===== src/rtl/mcdv_pkg.sv =====
package mcdv_pkg;

	// Command codes carried in s_tuser
	localparam logic [1:0] CMD_POS   = 2'd0;
	localparam logic [1:0] CMD_SPEED = 2'd1;
	localparam logic [1:0] CMD_ACC   = 2'd2;
	localparam logic [1:0] CMD_RST   = 2'd3;

	// Motor direction codes
	localparam logic [1:0] DIR_STOP = 2'd0;
	localparam logic [1:0] DIR_FWD  = 2'd1;
	localparam logic [1:0] DIR_BACK = 2'd2;

	// Register file geometry
	localparam int unsigned ADDR_W = 5;
	localparam int unsigned CFG_W  = 31;
	localparam int unsigned DATA_W = 32;

	// Register indexes
	localparam logic [2:0] REG_POS_LIMIT     = 3'd0;
	localparam logic [2:0] REG_SPD_FLOOR     = 3'd1;
	localparam logic [2:0] REG_SPD_LIMIT     = 3'd2;
	localparam logic [2:0] REG_STALL_BAND    = 3'd3;
	localparam logic [2:0] REG_ACC_LIMIT     = 3'd4;
	localparam logic [2:0] REG_SAMPLE_PERIOD = 3'd5;
	localparam logic [2:0] REG_SAMPLE_RATE   = 3'd6;
	localparam logic [2:0] REG_VOLTAGE_GAIN  = 3'd7;

	// Result packing
	localparam int unsigned RES_W = 40;

	typedef struct packed {
		logic [CFG_W-1:0] pos_limit;
		logic [CFG_W-1:0] spd_floor;
		logic [CFG_W-1:0] spd_limit;
		logic [CFG_W-1:0] stall_band;
		logic [CFG_W-1:0] acc_limit;
		logic [CFG_W-1:0] sample_period;
		logic [CFG_W-1:0] sample_rate;
		logic [CFG_W-1:0] voltage_gain;
	} cfg_t;

	// Datapath commands, one step each
	typedef struct packed {
		logic load;
		logic clamp;
		logic opnd;
		logic mul;
		logic scale;
		logic add;
		logic dir;
		logic vopnd;
		logic volt;
		logic push;
	} ctl_t;

	// Datapath status back to the controller
	typedef struct packed {
		logic [1:0] cmd;
		logic       stop;
	} sts_t;

	typedef enum logic [3:0] {
		ST_IDLE,
		ST_CLAMP,
		ST_OPND,
		ST_MUL1,
		ST_SCALE,
		ST_ADD,
		ST_DIR,
		ST_VOPND,
		ST_MUL2,
		ST_VOLT,
		ST_DONE
	} state_t;

endpackage


===== src/rtl/mcdv_regs.sv =====
module mcdv_regs (
	input  logic                          clk,
	input  logic                          arst_n,
	input  logic                          psel,
	input  logic                          penable,
	input  logic                          pwrite,
	input  logic [mcdv_pkg::ADDR_W-1:0]   paddr,
	input  logic [mcdv_pkg::DATA_W-1:0]   pwdata,
	output logic [mcdv_pkg::DATA_W-1:0]   prdata,
	output logic                          pready,
	output mcdv_pkg::cfg_t                cfg
);
	import mcdv_pkg::*;

	cfg_t       cfg_q;
	logic       wr_en;
	logic [2:0] idx;
	logic [CFG_W-1:0] rd_val;

	assign pready = 1'b1;
	assign wr_en  = psel & penable & pwrite & pready;
	assign idx    = paddr[4:2];
	assign cfg    = cfg_q;

	// Write one register per access
	always_ff @(posedge clk or negedge arst_n) begin
		if (!arst_n) begin
			cfg_q.pos_limit     <= 31'h7FFF_FFFF;
			cfg_q.spd_floor     <= 31'd0;
			cfg_q.spd_limit     <= 31'd65536000;
			cfg_q.stall_band    <= 31'd0;
			cfg_q.acc_limit     <= 31'h7FFF_FFFF;
			cfg_q.sample_period <= 31'd66;
			cfg_q.sample_rate   <= 31'd65536000;
			cfg_q.voltage_gain  <= 31'd65536;
		end else if (wr_en) begin
			case (idx)
				REG_POS_LIMIT:     cfg_q.pos_limit     <= pwdata[CFG_W-1:0];
				REG_SPD_FLOOR:     cfg_q.spd_floor     <= pwdata[CFG_W-1:0];
				REG_SPD_LIMIT:     cfg_q.spd_limit     <= pwdata[CFG_W-1:0];
				REG_STALL_BAND:    cfg_q.stall_band    <= pwdata[CFG_W-1:0];
				REG_ACC_LIMIT:     cfg_q.acc_limit     <= pwdata[CFG_W-1:0];
				REG_SAMPLE_PERIOD: cfg_q.sample_period <= pwdata[CFG_W-1:0];
				REG_SAMPLE_RATE:   cfg_q.sample_rate   <= pwdata[CFG_W-1:0];
				REG_VOLTAGE_GAIN:  cfg_q.voltage_gain  <= pwdata[CFG_W-1:0];
				default: ;
			endcase
		end
	end

	// Read back
	always_comb begin
		case (idx)
			REG_POS_LIMIT:     rd_val = cfg_q.pos_limit;
			REG_SPD_FLOOR:     rd_val = cfg_q.spd_floor;
			REG_SPD_LIMIT:     rd_val = cfg_q.spd_limit;
			REG_STALL_BAND:    rd_val = cfg_q.stall_band;
			REG_ACC_LIMIT:     rd_val = cfg_q.acc_limit;
			REG_SAMPLE_PERIOD: rd_val = cfg_q.sample_period;
			REG_SAMPLE_RATE:   rd_val = cfg_q.sample_rate;
			REG_VOLTAGE_GAIN:  rd_val = cfg_q.voltage_gain;
			default:           rd_val = '0;
		endcase
	end

	assign prdata = {1'b0, rd_val};

endmodule


===== config.mk =====
export PLATFORM = sky130hd
export DESIGN_NAME = mcdv_regs
export DESIGN_NICKNAME = d
export VERILOG_FILES = /design/src/rtl/mcdv_pkg.sv /design/src/rtl/mcdv_regs.sv
export SDC_FILE = /design/constraint.sdc
export NUM_CORES = 1
export LEC_CHECK = 0
export BUFFER_PORTS_ARGS = -buffer_cell sky130_fd_sc_hd__buf_4
export CORE_MARGIN = 2
export CORE_UTILIZATION = 25
export CTS_CLUSTER_DIAMETER = 40
export DETAILED_ROUTE_END_ITERATION = 8
export MAX_ROUTING_LAYER = met4
export PLACE_DENSITY = 0.45
export SYNTH_ARGS = -nofsm -noshare
export SYNTH_HDL_FRONTEND = slang
export SYNTH_SLANG_ARGS = --single-unit
export TNS_END_PERCENT = 5

===== constraint.sdc =====
create_clock -name clk -period 2.8 [get_ports clk]
set_clock_uncertainty 0.2 [all_clocks]
set_input_delay 0.56 -clock clk [delete_from_list [all_inputs] [get_ports clk]]
set_output_delay 0.56 -clock clk [all_outputs]
set_load 0.05 [all_outputs]

After elaboration in Yosys (flattened, before gate mapping)
Cells that the tools add are included.

operators by class
  eq/ne operators = 7
  muxes and demuxes = 1
  bitwise operators = 2
  reduce and logical (&&, ||, !) cells = 9

operator list
  operator                                       number
  case mux 31 bit (8 select lines)               1
  AND reduction 2 bit                            8
  == test 3 bit, second input constant           4
  == test 3 x 2 -> 1 bit, second input constant  2
  == test 3 x 1 -> 1 bit, second input constant  1
  logical NOT 3 bit                              1
  bitwise AND 1 bit                              2

storage, ports and cells
  register bits after elaboration = 248
  bits of input ports = 42
  output and inout bits = 281

Depth between registers and ports, before layout
  word-level depth = 3
  mapped depth = 8

Least setup slack after synthesis
OpenSTA, ideal clock, no wires.

  path type = input to output
  start point = input paddr[3] in the netlist's numbering
  end point = output prdata[14] in the netlist's numbering
  arrival = 2.251 ns
  data required time = 2.040 ns
  setup slack = -0.211 ns
  stages on the path = 7
  path buffers = 3
  cells stage by stage = buf_4 -> buf_4 -> buf_4 -> mux2i_1 -> a211oi_1 -> a21oi_1 -> a21oi_1

between the ends
  longest elaborated chain between the ends = 2
  elaborated cells between the ends (all ways) = 9
  classes of those cells = 7 x eq/ne; 1 x mux; 1 x reduce/logical

ends and longest elaborated chain
  what                                         line             source
  start: declaration                           mcdv_regs.sv:7   input logic [mcdv_pkg::ADDR_W-1:0] paddr,
  == test 3 bit, or another cell as far along  mcdv_regs.sv:53  case (idx)
  case mux 31 bit (8 select lines) (*)         mcdv_regs.sv:53
  end: declaration                             mcdv_regs.sv:9   output logic [mcdv_pkg::DATA_W-1:0] prdata,

Every way passes the cells marked *; elsewhere a longest branch is shown, timed or not.

Worst setup path after layout
  start point = input paddr[2] in the netlist's numbering
  end point = output prdata[13] in the netlist's numbering

Same word-level chain as after synthesis.

==> flow_summary.yaml <==
cells_and_area:
  utilization_pct: 36.96
  layout.cells.non_filler: 1893
  largest_reg_flops: 248
  diodes: 0
  fillers: 4580
  nNetsFinal: 1296
  area_growth_syn_to_layout_pct: 45.65
  layout-drive-gt1-share_pct: 56.15
sta:
  period_minus_slack_ps: 2735
  drv_slew: 0
  slew_headroom_pct: 54.20
  period_share_pct: 97.67
  worst_pin_slew_ps: 687.0
  hold_viol: 0
  worst_slack_ps: 65.30
  fmax_ghz: 0.3657
  finalSetupViolations: 0
  setup_tns_ps: 0
setup_path:
  cp.arrival_ps: 1970
  r2r_cells: 1
  end_kind: "primary output"
  r2r_slack_ps: 1750
  timing.rr.start: "cfg[12]$_DFFE_PN0P_"
  cp_max_fo: 17
  crit_type: "in -> out"
  cp.required_ps: 2040
  r2r-end: "cfg[12]$_DFFE_PN0P_"
  crit_path_start_kind: "primary input"
global_routing:
  grt_pass1_wl_um: 61680
  grt_start_max_net_pins: 75
  grt_pass1_vias: 9230
  antenna_found_initial: 0
  grt-ovfl-total: 0
  grtUsageTotal_pct: 17.91
drt:
  drt_first_pass_iters: 4
  wl_per_cell_um: 22.03
  vias_per_cell: 4.612
  drc: 0
  drt_iter0_drc: 414
  vias: 8730
  drtAntennaViolNets: 0
  routed_wl_um: 41700
logic_synthesis:
  synthesis.area_mm2: 0.01154
  synth_edf_count: 0
  ys_ff_latch: 248
  yosys-top-cells-area: "dfrtp_1 37%, dfstp_2 18%, mux2_2 17%"
  synth_top_cell_area_share_pct: 37.07
  yosysWarningCount: 0
  synth_nets: 940
  syn_avg_cell_area_um2: 12.85
  yosys.cell_types.count: 37
  synth_flop_cell: "dfrtp_1"
  yosys.area.top_type: "dfrtp_1"
  ys_async_sr_fraction_pct: 100.0
  synthCells: 898
  ys_seq_area_share_pct: 54.60
power:
  total_power_mw: 16.52
  p_leak_nw: 7.708
  max-vdd-ir-drop_mv: 0.5016
  p_per_area_mw_per_mm2: 982.6
clock_network:
  clock-sinks: 248
  cts_buffers: 47
  cts-root-buf: "clkbuf_16"
  clock_latency_ps: 560
  cts_tree: "done"
  clkTransAtPathRegs_ps: 50
  h-tree-depth: 2
  post-cts-setup-buffers: 0
  cts_max_path_buffers: 3
die:
  core_area_mm2: 0.04548
  initial_core_util_pct: 25.38
  row_count: 78
  die_h_um: 218.9
  die_area_mm2: 0.04790
  fp.dieW_um: 218.9
  ios: 323
place:
  hpwl_um: 28480
  place.gp.congestion: 0.7745
  io_buffers: 317
  pre_cts_slack_ps: 22.76
  dp.cells: 1804
worst_hold_path:
  holdCritPathClass: "in -> reg"
  hold_depth: 2
  min_delay_worst_endpoint: "cfg[3]$_DFFE_PN0P_"
  min-delay-start: "pwdata[3]"
run_status:
  outcome: "finished, final reports clean"
job:
  maxCapViolations: 0
[cell usage after synthesis (3+ instances only)]
cell type,count
inv_1,10
mux2_1,68
o22a_1,3
a211oi_1,20
mux2_2,172
nor2_1,40
buf_2,21
mux2i_1,54
dfrtp_1,171
nor3b_1,21
nor2_2,3
nand2b_1,10
a21oi_1,63
nand2_1,32
clkbuf_1,14
nand3_1,21
o21ai_0,29
a221oi_1,9
buf_1,4
a22o_1,8
buf_4,28
dfstp_2,77
[critical path: stages]
cell and delay, ps:
buf_4 200, or3_2 580, buf_12 200, o22a_1 230, buf_4 200
[power by group]
| group | switching [mW] | internal, mW |
|---|---|---|
| Combinational | 3.84 | 1.76 |
| Sequential | 0.615 | 4.47 |
| Clock | 2.00 | 3.84 |
| Total | 6.46 | 10.1 |
[layer usage]
metal | track usage [%] | vias up | part of all wire (%)
met5 | - | - | 0
met4 | 3.964 | 0 | 1.5
met3 | 5.405 | 39 | 7.8
met2 | 27.85 | 292 | 47
met1 | 22.97 | 4429 | 43
li1 | - | 3970 | -
[worst max-delay path by stage]
stage                                    start          to  slack [ps]  depth (start not counted)
after CTS                             paddr[3]  prdata[13]          30                          7
final                                 paddr[2]  prdata[13]          70                          5
after global routing      cfg[108]$_DFFE_PN1P_  prdata[15]          -4                          5
after global placement                paddr[3]  prdata[13]          30                          7
after detailed placement              paddr[3]  prdata[13]          20                          7
after floorplan                       paddr[3]  prdata[15]        -210                          7
[logic make-up (layout without fill, tap and decap cells)]
logic type             count (synthesis)  in the layout  synth area share, %
muxes                                294            294                28.10
DFF                                  248            248                54.60
AOI/OAI and AO/OA                    139            139                7.241
and+or+nand+nor                      138            138                6.352
buffers and inverters                 77            472                3.642
other                                  2              2              0.06506
[per-stage QoR]
stage,hold WS (ps),area (um2)
floorplan,64.41,11550
global placement,296.2,15110
detailed placement,305.4,15110
CTS,33.40,16770
global route,60.38,16810
finish,75.46,16810
[cell type report]
class / instances / area, um2 / share of cell area [%]
Clock buffer: 59 / 1292 / 7.688
Multi-Input combinational cell: 573 / 4896 / 29.12
Clock inverter: 29 / 352.8 / 2.099
Timing Repair Buffer: 374 / 3179 / 18.91
Inverter: 10 / 37.54 / 0.2233
Sequential cell: 248 / 6302 / 37.49
Tap cell: 600 / 750.7 / 4.466
[repair_timing]
action                     4_1_cts  5_1_grt
hold buffers                     1        0
hold endpoints to repair        48        0
cloned                           0        0
setup endpoints to repair        1       12
resized for setup                1       10
pin swaps                        0        1
[placed cells by master (no fill, tap or decap), types with 3 or more instances in the layout]
cell type and instances:
buf_4 341, mux2_2 172, dfrtp_1 171, dfstp_2 77, mux2_1 68, a21oi_1 59
mux2i_1 54, clkbuf_16 48, nor2_1 38, nand2_1 32, o21ai_0 29, buf_12 28
nor3b_1 21, nand3_1 21, a211oi_1 17, nand2b_1 10, inv_1 10, a22o_1 8
a221oi_1 8, clkinvlp_4 8, nor2_4 7, clkinv_2 7, clkbuf_1 6, bufinv_16 6
clkinv_4 6, clkbuf_8 5, a21oi_2 4, o22a_1 3, a211oi_2 3, buf_6 3
No activity file was read; power rests on OpenSTA's default activity.
