--- src/rtl/mcdv_pkg.sv ---
package mcdv_pkg;

	// Command codes carried in s_tuser
	localparam logic [1:0] CMD_POS   = 2'd0;
	localparam logic [1:0] CMD_SPEED = 2'd1;
	localparam logic [1:0] CMD_ACC   = 2'd2;
	localparam logic [1:0] CMD_RST   = 2'd3;

	// Motor direction codes
	localparam logic [1:0] DIR_STOP = 2'd0;
	localparam logic [1:0] DIR_FWD  = 2'd1;
	localparam logic [1:0] DIR_BACK = 2'd2;

	// Register file geometry
	localparam int unsigned ADDR_W = 5;
	localparam int unsigned CFG_W  = 31;
	localparam int unsigned DATA_W = 32;

	// Register indexes
	localparam logic [2:0] REG_POS_LIMIT     = 3'd0;
	localparam logic [2:0] REG_SPD_FLOOR     = 3'd1;
	localparam logic [2:0] REG_SPD_LIMIT     = 3'd2;
	localparam logic [2:0] REG_STALL_BAND    = 3'd3;
	localparam logic [2:0] REG_ACC_LIMIT     = 3'd4;
	localparam logic [2:0] REG_SAMPLE_PERIOD = 3'd5;
	localparam logic [2:0] REG_SAMPLE_RATE   = 3'd6;
	localparam logic [2:0] REG_VOLTAGE_GAIN  = 3'd7;

	// Result packing
	localparam int unsigned RES_W = 40;

	typedef struct packed {
		logic [CFG_W-1:0] pos_limit;
		logic [CFG_W-1:0] spd_floor;
		logic [CFG_W-1:0] spd_limit;
		logic [CFG_W-1:0] stall_band;
		logic [CFG_W-1:0] acc_limit;
		logic [CFG_W-1:0] sample_period;
		logic [CFG_W-1:0] sample_rate;
		logic [CFG_W-1:0] voltage_gain;
	} cfg_t;

	// Datapath commands, one step each
	typedef struct packed {
		logic load;
		logic clamp;
		logic opnd;
		logic mul;
		logic scale;
		logic add;
		logic dir;
		logic vopnd;
		logic volt;
		logic push;
	} ctl_t;

	// Datapath status back to the controller
	typedef struct packed {
		logic [1:0] cmd;
		logic       stop;
	} sts_t;

	typedef enum logic [3:0] {
		ST_IDLE,
		ST_CLAMP,
		ST_OPND,
		ST_MUL1,
		ST_SCALE,
		ST_ADD,
		ST_DIR,
		ST_VOPND,
		ST_MUL2,
		ST_VOLT,
		ST_DONE
	} state_t;

endpackage

--- src/rtl/mcdv_ctrl.sv ---
module mcdv_ctrl (
	input  logic           clk,
	input  logic           arst_n,
	input  logic           s_tvalid,
	output logic           s_tready,
	output logic           m_tvalid,
	input  logic           m_tready,
	input  mcdv_pkg::sts_t sts,
	output mcdv_pkg::ctl_t ctl
);
	import mcdv_pkg::*;

	state_t state_q, state_d;
	logic   m_tvalid_q;

	assign m_tvalid = m_tvalid_q;

	// State and output-valid registers
	always_ff @(posedge clk or negedge arst_n) begin
		if (!arst_n) begin
			state_q    <= ST_IDLE;
			m_tvalid_q <= 1'b0;
		end else begin
			state_q <= state_d;
			if (ctl.push) begin
				m_tvalid_q <= 1'b1;
			end else if (m_tready) begin
				m_tvalid_q <= 1'b0;
			end
		end
	end

	// Sequence the datapath steps
	always_comb begin
		state_d  = state_q;
		ctl      = '0;
		s_tready = 1'b0;
		case (state_q)
			ST_IDLE: begin
				s_tready = 1'b1;
				if (s_tvalid) begin
					ctl.load = 1'b1;
					state_d  = ST_CLAMP;
				end
			end
			ST_CLAMP: begin
				ctl.clamp = 1'b1;
				case (sts.cmd)
					CMD_RST:   state_d = ST_DONE;
					CMD_SPEED: state_d = ST_DIR;
					default:   state_d = ST_OPND;
				endcase
			end
			ST_OPND: begin
				ctl.opnd = 1'b1;
				state_d  = ST_MUL1;
			end
			ST_MUL1: begin
				ctl.mul = 1'b1;
				state_d = ST_SCALE;
			end
			ST_SCALE: begin
				ctl.scale = 1'b1;
				state_d   = (sts.cmd == CMD_ACC) ? ST_ADD : ST_DIR;
			end
			ST_ADD: begin
				ctl.add = 1'b1;
				state_d = ST_DIR;
			end
			ST_DIR: begin
				ctl.dir = 1'b1;
				state_d = sts.stop ? ST_DONE : ST_VOPND;
			end
			ST_VOPND: begin
				ctl.vopnd = 1'b1;
				state_d   = ST_MUL2;
			end
			ST_MUL2: begin
				ctl.mul = 1'b1;
				state_d = ST_VOLT;
			end
			ST_VOLT: begin
				ctl.volt = 1'b1;
				state_d  = ST_DONE;
			end
			ST_DONE: begin
				if (!m_tvalid_q || m_tready) begin
					ctl.push = 1'b1;
					state_d  = ST_IDLE;
				end
			end
			default: state_d = ST_IDLE;
		endcase
	end

endmodule

--- config.mk ---
export PLATFORM = sky130hd
export DESIGN_NAME = mcdv_ctrl
export DESIGN_NICKNAME = d
export VERILOG_FILES = /design/src/rtl/mcdv_pkg.sv /design/src/rtl/mcdv_ctrl.sv
export SDC_FILE = /design/constraint.sdc
export NUM_CORES = 1
export LEC_CHECK = 0
export BUFFER_PORTS_ARGS = -buffer_cell sky130_fd_sc_hd__buf_4
export CAP_MARGIN = 20
export CORE_MARGIN = 2
export CORE_UTILIZATION = 30
export CTS_CLUSTER_DIAMETER = 80
export DETAILED_ROUTE_END_ITERATION = 8
export PLACE_DENSITY = 0.51
export SETUP_SLACK_MARGIN = 0.2
export SLEW_MARGIN = 10
export SYNTH_ARGS = -nofsm -noshare
export SYNTH_HDL_FRONTEND = slang
export SYNTH_SLANG_ARGS = --single-unit
export TNS_END_PERCENT = 1
--- constraint.sdc ---
create_clock -name clk -period 2.5 [get_ports clk]
set_clock_uncertainty 0.2 [all_clocks]
set_input_delay 0.125 -clock clk [delete_from_list [all_inputs] [get_ports clk]]
set_output_delay 0.125 -clock clk [all_outputs]
set_load 0.005 [all_outputs]
After elaboration in Yosys (flattened, before gate mapping)
Index checks and enable logic that the tools add are counted.

word-level totals
  bits in registers = 5
  input bits = 7
  output and inout port bits = 12
  logic and storage cells = 44

cells by class
  eq/ne operators = 15
  muxes and demuxes = 21
  reduce and logical (&&, ||, !) cells = 6

operators by type and width
  operator                                                               count
  4-bit one-hot mux with 11 select lines                                 1
  4-bit by 3-bit equality test with 1-bit output, second input constant  4
  1-bit 2-to-1 mux                                                       15
  4-bit equality test, second input constant                             3
  4-bit 2-to-1 mux                                                       3
  4-bit by 2-bit equality test with 1-bit output, second input constant  2
  4-bit one-hot mux with 2 select lines                                  1
  2-bit equality test, second input constant                             2
  4-bit by 1-bit equality test with 1-bit output, second input constant  1
  4-bit zero test                                                        1
  2-bit inequality test, second input constant                           2
  2-bit by 1-bit equality test with 1-bit output, second input constant  1
  2-bit 2-to-1 mux                                                       1
  2-bit AND reduction                                                    1
  2-bit nonzero test                                                     1
  2-bit OR reduction                                                     1
  1-bit zero test                                                        1
  1-bit logical OR                                                       1

Longest topological paths before layout
  word-level depth = 5
  mapped depth = 4
  gate-level depth less buffers = 3

Worst setup path after synthesis
Ideal clock, no wire load.

  path kind = register -> output
  start point = register state_q[0]
  end point = output port ctl[0] (netlist bit)
  arrival = 1,009 ps
  path slack = 1,166 ps
  cell stages (with the launch flop) = 4
  path buffers = 1
  cells stage by stage = dfrtp_1 > buf_4 > or2b_1 > nor3_2

RTL lines
  what                    RTL line         text
  from (decl)             mcdv_ctrl.sv:13  state_t state_q, state_d;
  from (signal assigned)  mcdv_ctrl.sv:24  state_q <= state_d;
  to (decl)               mcdv_ctrl.sv:9   output mcdv_pkg::ctl_t ctl

Worst setup path after layout
  start point = register state_q[0]
  end point = register state_q[3]

between the ends
  longest elaborated chain between the ends = 3

ends and longest elaborated chain
  what                                                    RTL line         text
  4-bit equality test or 4-bit zero test (tied branches)  mcdv_ctrl.sv:38  case (state_q)
  2-bit inequality test (no source line)                  -
  2-bit AND reduction (no source line)                    -

Several ways; a longest one is shown, not always the timed one.
A chain may end at the register's enable or synchronous reset.

==> out/metrics.csv <==
stage,metric,value,unit
run_status,status,finished clean,
global_route,All-Layer GR Usage,13.20,%
drt,DRC viols,0,
critical_path,CP Data Arrival Time,1.93,ns
place,dpl cells,78,
drt,DR vias,438,
synth,"Seq/Total Area, Yosys",28.82,%
place,IO buf count,18,
synth,Post-Syn Instances,49,
cells_and_area,ant diodes,0,
clock_tree,Post-CTS Repair Setup Buffers,0,
place,routability cong.,0.7132,
sta,RSZ-0062 raised after global routing,false,
flow_run,max_cap viols,0,
drt,wire per inst,11.70,microns
critical_path,CP max FO,13,
clock_tree,Max Root-Sink Buffers,2,
floorplanning,io pins,19,
sta,final worst path period need,1.972,ns
floorplanning,core area,0.001334,sq mm
floorplanning,Rows,13,
cells_and_area,Layout fillers,155,
synth,post-synthesis cell type count,29,
clock_tree,Sink Count,5,
min_path,class of the worst hold path,input pin to asynchronous set/reset pin,
pwr,Worst VDD drop,585.1,uV
sta,Final Hold Fails,0,
drt,DRT Wirelength,1006,microns
sta,Final Slew Violations,0,
synth,post-synthesis xor/xnor area fraction,0,%
floorplanning,DIE WIDTH,42.04,microns
critical_path,startpoint types,flop,
clock_tree,PostCTS Resize Cnt,0,
synth,simple-gate share of the synthesized area,35.73,%
sta,Fmax,507.1,MHz
global_route,initial antenna violation count,0,
synth,multiplexer share of the synthesized area,0,%
global_route,number of global-route vias before repair,401,
pwr,P_leak,0.0002678,uW
synth,largest family of logic cells by synthesized area,simple AND/OR/NAND/NOR gates,
global_route,first-pass GRT wire length,1828,microns
clock_tree,Worst-Skew Late Latency,0.24,ns
clock_tree,Root Buffer Master,clkbuf_4,
cells_and_area,Nets,79,
global_route,GRT overflow,0,
floorplanning,Starting Density,32.55,%
critical_path,endpoint class of the critical path,flop,
cells_and_area,share of cells above drive strength 1,39.44,%
floorplanning,die extent in y,42.04,microns
synth,share of the synthesized area in the top cell type,28.82,%
critical_path,Worst EP required,2.45,ns
sta,worst-margin pin slew,0.4963,ns
synth,Synth Area in Compound Gates,25.94,%
clock_tree,CTS tree,done,
sta,relative slew slack,66.91,%
drt,number of DRC markers in iteration 0,2,
pwr,Pwr Density,1074,mW/mm^2
cells_and_area,area delta synth->final,42.08,%
synth,post-synthesis average cell area,8.861,sq um
sta,TNS Setup,0,ns
clock_tree,CTS Hold Bufs,4,
synth,Synth Cell Area,434.2,sq um
synth,Syn Nets,56,
sta,Setup Viol. Count Final,0,
clock_tree,CTS buffer count,3,
global_route,largest net degree at the start of global routing,15,
synth,register bit total from synthesis,5,
synth,YS warnings,0,
drt,vias per std cell,5.093,
clock_tree,CTS H-tree lvls,1,
cells_and_area,Non-Filler Instances,86,
place,HPWL Detailed,722.3,microns
synth,post-synthesis adder-cell area fraction,0,%
sta,Final Cycle Share,78.88,%
drt,Post-DRT Antenna Nets,0,
floorplanning,DIE AREA,0.001767,sq mm
cells_and_area,fin util,46.25,%
clock_tree,"CTS clk-pin slew, worst paths",0.04,ns
drt,DRT Pass-1 Iters,2,
critical_path,critical path type,flop to flop,
synth,leading area contributor after synthesis,dfrtp_1,
synth,Synth area leaders,"dfrtp_1 29%, a221oi_2 6.9%, nand2b_1 5.8%, buf_6 5.2%, nor2_1 4.3%",
## per-stage QoR
step / instance area, sq um / worst slack (ns) / hold WS (ns) / power [uW]
finish: 616.8 / 0.5280 / 0.02821 / 662.4
global route: 616.8 / 0.4090 / 0.02246 / 735.0
CTS: 616.8 / 0.5376 / 0.01605 / 675.0
detailed placement: 550.5 / 0.9284 / -0.2706 / 570.0
global placement: 550.5 / 0.9434 / -0.2703 / 572.4
floorplan: 434.2 / 1.166 / -0.3706 / 471.8
## synth_stat cells (all sizes together)
cell type / n
nand2: 3
buf: 4
a221oi: 2
inv: 1
o21bai: 1
a21boi: 1
dfrtp: 5
nor2: 5
nor4: 1
o21ai: 2
o22ai: 1
o31a: 1
nor3b: 1
o21a: 1
nor2b: 2
nor4b: 1
or2b: 1
nand3: 1
nand2b: 4
or2: 1
and2: 1
o221ai: 1
nor3: 4
a21o: 1
a21oi: 3
## cell usage in the layout (no fill, tap or decap)
master         instances
dfrtp_1                5
nor3_2                 1
nor3b_1                1
o31a_1                 1
a21oi_2                1
nor3_1                 3
a21oi_1                2
nand2b_1               4
nand2_1                2
and2_1                 1
buf_4                 18
nor2b_1                2
a21o_1                 1
o22ai_1                1
a221oi_2               2
clkbuf_1               1
o21ai_0                2
clkbuf_4               3
nand2_2                1
or2b_1                 1
nor4_2                 1
nand3_1                1
or2_0                  1
a21boi_1               1
o221ai_1               1
inv_1                  1
dlygate4sd3_1          4
nor4b_2                1
o21a_1                 1
o21bai_1               1
nor2_1                 5
## path summary, 6_finish.rpt
path                                  from  depth (start not counted)  slack [ns]    endpoint
worst max-delay path            state_q[0]                          4        0.53  state_q[3]
worst min-delay path                arst_n                          2        0.03  state_q[1]
worst max register to register  state_q[0]                          4        0.53  state_q[3]
worst min register to register    m_tvalid                          2        0.39    m_tvalid
min in group clk                    sts[0]                          4        0.07  state_q[2]
max in group asynchronous           arst_n                          2        1.97  state_q[2]
## layer usage
metal	up-vias	part of all wire [%]	GRT usage, %
met5	-	0	0
met4	0	0	1.875
met3	0	7.4	5.172
met2	16	47	21.56
met1	201	46	16.89
li1	221	-	-
## cells by family after synthesis
kind of cell    after synthesis
compound gates               14
buf+inv                       5
simple gates                 25
flops                         5
## state kept, by name, indices dropped and copies added (netlist names)
name,cells
state_q,4
m_tvalid,1
## critical path, cell delays in order, from the launching register on
cell and delay (ns):
dfrtp_1 0.60, nor4b_2 0.33, nand3_1 0.12, dlygate4sd3_1 0.57, o221ai_1 0.07
## power by group
part           internal (uW)  switching (uW)
combinational            204             134
sequential               115             116
clock                   60.3            33.2
total                    379             283
## cell type report
cell class	count	area [sq um]	share of cell area [%]
Clock buffer	4	26.28	4.260
Inverter	1	3.754	0.6085
Multi-Input combinational cell	39	267.8	43.41
Sequential cell	5	125.1	20.28
Tap cell	15	18.77	3.043
Timing Repair Buffer	22	175.2	28.40
Power figures use the tool's default switching activity.
